`src/hw/rtl/fsir_pkg.sv`:
```
// shared types and constants for the first-seen index remap block
// no dependencies; imported by every module of the block
`timescale 1ns / 1ps
`default_nettype none

package fsir_pkg;

  // fixed field widths of the stream beats
  localparam int unsigned IDX_FIELD_W   = 16;
  localparam int unsigned NUM_BITS      = 16;
  localparam int unsigned COUNT_BITS    = 17;
  localparam int unsigned IN_TDATA_W    = 16;
  localparam int unsigned IN_TUSER_W    = 1;
  localparam int unsigned OUT_TDATA_W   = 40;
  localparam int unsigned OUT_TUSER_W   = 1;

  // parameter defaults
  localparam int unsigned INDEX_BITS_DEF  = 16;
  localparam int unsigned TABLE_DEPTH_DEF = 65536;

  // range compare width, holds the largest table depth
  localparam int unsigned CMP_W = 25;

  // mesh epoch tag kept with each table entry
  localparam int unsigned EPOCH_BITS = 8;
  localparam logic [EPOCH_BITS-1:0] EPOCH_MAX   = '1;
  localparam logic [EPOCH_BITS-1:0] EPOCH_SWEPT = '0;
  localparam logic [EPOCH_BITS-1:0] EPOCH_FIRST = EPOCH_BITS'(1);

  localparam logic [COUNT_BITS-1:0] COUNT_MAX = '1;

  typedef struct packed {
    logic [EPOCH_BITS-1:0] tag;
    logic [NUM_BITS-1:0]   num;
  } entry_t;

  typedef enum logic [1:0] {
    SWEEP_IDLE = 2'b01,
    SWEEP_RUN  = 2'b10
  } sweep_state_t;

endpackage

`default_nettype wire

```
`src/hw/rtl/fsir_sweep.sv`:
```
// clearing sequencer: walks every table address once after reset or on request
// depends on fsir_pkg for the state type
`timescale 1ns / 1ps
`default_nettype none

module fsir_sweep #(
  parameter int unsigned DEPTH     = fsir_pkg::TABLE_DEPTH_DEF,
  parameter int unsigned ADDR_BITS = $clog2(fsir_pkg::TABLE_DEPTH_DEF)
) (
  input  wire logic                 clk,
  input  wire logic                 rst_n,
  input  wire logic                 start,
  output logic                      busy,
  output logic [ADDR_BITS-1:0]      addr
);

  import fsir_pkg::*;

  localparam logic [ADDR_BITS-1:0] LAST_ADDR = ADDR_BITS'(DEPTH - 1);

  sweep_state_t state_r, state_nxt;
  logic [ADDR_BITS-1:0] addr_r, addr_nxt;

  always_comb begin
    state_nxt = state_r;
    addr_nxt  = addr_r;
    unique case (state_r)
      SWEEP_IDLE: begin
        if (start) begin
          state_nxt = SWEEP_RUN;
          addr_nxt  = '0;
        end
      end
      SWEEP_RUN: begin
        addr_nxt = addr_r + 1'b1;
        if (addr_r == LAST_ADDR) begin
          state_nxt = SWEEP_IDLE;
          addr_nxt  = '0;
        end
      end
      default: begin
        state_nxt = SWEEP_IDLE;
        addr_nxt  = '0;
      end
    endcase
  end

  // reset starts a full pass
  always_ff @(posedge clk) begin
    if (!rst_n) begin
      state_r <= SWEEP_RUN;
      addr_r  <= '0;
    end else begin
      state_r <= state_nxt;
      addr_r  <= addr_nxt;
    end
  end

  assign busy = (state_r == SWEEP_RUN);
  assign addr = addr_r;

endmodule

`default_nettype wire

```
`config.mk`:
```
export PLATFORM = sky130hd
export DESIGN_NAME = fsir_sweep
export DESIGN_NICKNAME = d
export VERILOG_FILES = /design/src/hw/rtl/fsir_pkg.sv /design/src/hw/rtl/fsir_sweep.sv
export SDC_FILE = /design/constraint.sdc
export NUM_CORES = 1
export LEC_CHECK = 0
export BUFFER_PORTS_ARGS = -buffer_cell sky130_fd_sc_hd__buf_2
export CAP_MARGIN = 20
export CORE_MARGIN = 2
export CORE_UTILIZATION = 56
export DETAILED_ROUTE_END_ITERATION = 7
export PLACE_DENSITY = 0.85
export RECOVER_POWER = 25
export SLEW_MARGIN = 20
export SYNTH_ARGS = -nofsm -noshare
export SYNTH_HDL_FRONTEND = slang
export SYNTH_SLANG_ARGS = --single-unit
```
`constraint.sdc`:
```
create_clock -name clk -period 3.7 [get_ports clk]
set_input_delay 0.37 -clock clk [delete_from_list [all_inputs] [get_ports clk]]
set_output_delay 0.37 -clock clk [all_outputs]
set_load 0.005 [all_outputs]
```
; ---- After elaboration in Yosys (flattened, before gate mapping)
; Cells that the tools add are included.
[word_totals]
elab_cells = 15
in_bits = 3
out_inout_bits = 17
reg_bits = 18
[op_classes]
add_sub_neg = 1
n_mux = 6
n_eq_ne = 5
reduce_logical = 1
[op_table]
columns = cell, count
row1 = $mux W16, 2
row2 = $pmux W16 S2, 1
row3 = $add A16 B1 Y16 const B, 1
row4 = $eq A16 B16 Y1 const B, 1
row5 = $mux W2, 2
row6 = $pmux W2 S2, 1
row7 = $eq A2 B1 Y1 const B, 1
row8 = $eq A2 B2 Y1 const B, 1
row9 = $ne A2 B1 Y1 const B, 1
row10 = $ne A2 B2 Y1 const B, 1
row11 = $reduce_and A2 Y1, 1

; ---- Logic depth before layout (Yosys ltp)
[depth]
ltp_word = 3
depth_mapped = 6
depth_no_buf = 5

; ---- Worst setup path after synthesis
; OpenSTA, ideal clock, no wires.
[synth_path]
kind = reg-to-reg
start = register addr_r[0], in the netlist addr[0]
end = register addr_r[8], in the netlist addr[8]
arrival_ps = 1696
required_ps = 3565
stages_incl_launch_ff = 7
setup_slack_ps = 1869
synth_period_minus_slack_ps = 1831
path_buffers = 1
setup_ps = 135
path_cell_list = dfxtp_1 > ha_1 > nand4_1 > or4_1 > buf_2 > a41oi_1 > a311oi_1
[synth_via]
elab_chain_cells = 3
word_cells_on_any_way = 4
cone_classes = add/sub (1) / eq/ne (1) / mux (2)
[synth_rtl]
columns = element, line_no
row1 = start: declaration, fsir_sweep.sv:22  ; logic [ADDR_BITS-1:0] addr_r, addr_nxt;
row2 = start signal: assignment, fsir_sweep.sv:55  ; addr_r <= addr_nxt;
row3 = $add A16 B1 Y16 or $eq A16 B16 Y1 (tied branches), "fsir_sweep.sv:35, fsir_sweep.sv:36"
row4 = $mux W16 (*), fsir_sweep.sv:36  ; if (addr_r == LAST_ADDR) begin
row5 = $pmux W16 S2 (*), fsir_sweep.sv:27  ; unique case (state_r)
; Mark *: on every way between the ends. The rest lies on a longest branch, timed or not.
; A chain may end at the register's enable or synchronous reset.

; ---- Worst setup path after layout
; Ends and elaborated chain as after synthesis.

==> metrics.md <==
| Metric | Value |
|---|---|
| Yosys cell types | `37` |
| Initial drt markers | `23` |
| Synth Register Bits | `18` |
| CP required | `3880 ps` |
| Row cnt | `14` |
| Top Ports | `20` |
| N_diodes | `0` |
| Total negative slack | `0 ps` |
| Crit path DAT | `2200 ps` |
| PwrDens | `around 320 mW/mm^2` |
| Clk_skew | `about 2.3 ps` |
| Worst-skew pair later-pin latency | `300 ps` |
| Antenna-violating nets left | `0` |
| Worst hold path depth | `2` |
| Hold Path End | `state_r[1]` |
| Congestion Overflow GR | `0` |
| Total core area | `roughly 0.0015 mm^2` |
| DIE HEIGHT | `approximately 45 um` |
| Clk slew on worst S/H paths | `100 ps` |
| Initial Util | `roughly three fifths` |
| Pint | `around 0.26 mW` |
| Die ar. | `0.00200 mm^2` |
| Reg2Reg Depth | `5` |
| Final hold violations | `0` |
| Gr busiest metal | `met2` |
| Setup-failing EPs final | `0` |
| M3 GR Usage | `between 3 and 4%` |
| H-Tree Depth | `1` |
| Syn_area_per_cell | `8.51 um^2` |
| Worst-margin pin slew | `roughly 850 ps` |
| Synth top area share | `between 30% and 40%` |
| Dpl hpwl | `1540 um` |
| Power, Total | `about 0.34 mW` |
| Reg2reg start | `addr[0]` |
| Ys flop type | `dfxtp_1` |
| Top post-synthesis cells by area | `dfxtp_1 (39%), nand3_1 (4.3%), o21ai_0 (4.3%)` |
| Drt wl/cell | `14.6 um` |
| Synth cell count leaders | `dfxtp_1 (18), nand2_1 (10), nand3_1 (8), o21ai_0 (8), nor2_1 (7)` |
| Fin. max-slew vios | `0` |
| Cts hold-fix bufs | `0` |
| Final Cycle Share | `54.5%` |
| CP max stage delay | `700 ps` |
| Total CTS buffers | `3` |
| 1st-pass router iterations | `4` |
| CTS sink count | `18` |
| Syn-to-layout area delta | `13.9%` |
| Fill count | `130` |
| Slew margin rel. | `43.4%` |
| Setup CP Type | `register to register` |
| Final WL | `between 2000 and 2500 um` |
| Flop pwr share | `59.0%` |
| R2R Path End | `addr[8]` |
| Syn Nets | `~110` |
| Leakage | `between 0.3 and 0.4 nW` |
| Cell with the most instances after synthesis | `dfxtp_1` |
| Drc violations | `0` |
| Max Fanout on Critical Path | `6` |
| Net Sw Frac | `approximately 22%` |
| Reg area | `between 300 and 400 um^2` |
| Psw | `0.0750 mW` |
| Vias | `about 920` |
| Leading area contributor after synthesis | `dfxtp_1` |
| Synth Cell Area | `just over 900 um^2` |
| Outcome | `complete, no violations` |
| Gr usage total | `a little under a quarter` |
| Resized Gates After CTS | `0` |
| Global-route wire length before repair | `roughly 3500 um` |
| Post-synth EDFFs | `0` |
| Sequential area share after synthesis | `~39%` |
| GPL Wtd Cong | `between 0.9 and 1` |
| Clk root buf | `clkbuf_4` |
| Min-Delay Path Class | `input pin to register` |
| Power share of the clock group | `between 30% and 40%` |
| CP Launch Type | `register` |
| Comb pwr share | `roughly 5%` |
| Post-Synthesis Cells | `roughly 110` |
| Max Cap Violations | `0` |
| Initial antenna violation count | `0` |
| Worst Setup End Kind | `register` |
| # Post-CTS Setup Buffers | `0` |
| Multi-input logic area | `532 um^2` |
| CTS Buffer Depth | `2` |
| Min Tclk post-route | `approximately 2000 ps` |
| VDD IR max | `roughly 0.24 mV` |
| Grt met2 use | `roughly 37%` |
| YS warnings | `0` |
| # port buffers | `19` |
| HP Start | `rst_n` |
| Vias in the first global route | `800` |
| CTS tree | `built` |
| Final nets | `~130` |
| Met1 GRT Util | `a little under a third` |
| Fraction of layout cells with a size suffix above 1 | `21.7%` |
| Register-to-register setup slack | `between 1500 and 2000 ps` |
| Max frequency | `496 MHz` |
| Largest net degree at the start of global routing | `11` |
| Slowest library cell on the worst path | `or4_1` |
| FFs w/ async S/R, synth | `0%` |
| RSZ-0062 raised after global routing | `false` |
| DIE WIDTH | `44.7 um` |
| DR vias/cell | `6.36` |
| Worst path cell trace | `ha_1 > nand4_1 > or4_1 > a41oi_1 > a311oi_1` |
[cell usage in the layout (no fill, tap or decap), types with 3 or more instances in the layout]
| cell | Yosys | layout |
|---|---|---|
| a21oi_1 | 4 | 4 |
| buf_2 | 1 | 17 |
| clkbuf_4 | 0 | 3 |
| dfxtp_1 | 18 | 18 |
| inv_1 | 4 | 4 |
| nand2_1 | 10 | 10 |
| nand3_1 | 8 | 8 |
| nand4_1 | 6 | 6 |
| nor2_1 | 7 | 7 |
| nor4_1 | 3 | 3 |
| o21ai_0 | 8 | 8 |
| o31ai_1 | 3 | 3 |
| xnor2_1 | 4 | 4 |
[per-stage QoR]
stage | cells | setup slack, ps | utilization (%) | hold slack (ps) | area, um^2
global route | 145 | 1540 | 69.3 | 295 | 1060
CTS | 145 | 1700 | 69.5 | 289 | 1060
detailed placement | 141 | 1720 | 67.1 | 506 | 1020
global placement | 141 | 1750 | 67.1 | 500 | 1020
floorplan | 109 | 1870 | - | 442 | 927
finish | 145 | 1680 | 69.3 | 283 | 1060
[critical path: cells and delay by family (launching register included)]
family	cells	cell delay (ps)
AND/OR/NAND/NOR	2	910
flip-flops	1	390
AO/OA/AOI/OAI	2	330
adder cells (fa/ha/maj)	1	270
[logic make-up (layout without fill, tap and decap cells)]
group	Yosys count	in the layout	share of synthesized area [%]
DFF	18	18	38.9
and+or+nand+nor	54	54	33.5
AOI/OAI and AO/OA	25	25	18.8
xor gates and xnor gates	4	4	3.78
adders and majority gates	1	1	1.35
buffers and inverters	7	27	3.78
[layer usage]
layer,vias up,part of all wire [%]
li1,454,-
met1,411,43
met2,48,46
met3,9,8.1
met4,0,2.5
met5,-,0
[area by class of cell]
class / instances / share of cell area, %
Inverter: 4 / 1.42
Clock buffer: 4 / 3.44
Sequential cell: 18 / 34.1
Timing Repair Buffer: 19 / 8.77
Tap cell: 16 / 1.90
Multi-Input combinational cell: 84 / 50.4
[power groups by stage]
| stage | Combinational (mW) | Clock, mW | Sequential, mW |
|---|---|---|---|
| 2_1_floorplan | 0.0104 | 0 | 0.204 |
| 3_3_place_gp | 0.0167 | 0 | 0.204 |
| 3_5_place_dp | 0.0170 | 0 | 0.204 |
| 4_1_cts | 0.0172 | 0.121 | 0.200 |
| 5_1_grt | 0.0191 | 0.129 | 0.201 |
| 6_report | 0.0167 | 0.122 | 0.200 |
[worst max-delay path by stage]
stage | end | start
final | addr[8] | addr[0]
after global routing | addr[8] | addr[0]
after detailed placement | addr[8] | addr[0]
after CTS | addr[8] | addr[0]
after floorplan | addr[8] | addr[0]
after global placement | addr[8] | addr[0]
[registers in the layout, summed over array words and instances, names as in the netlist]
signal	flops
state_r	2
addr	16
Note: power is estimated with default switching activity, not from simulation.
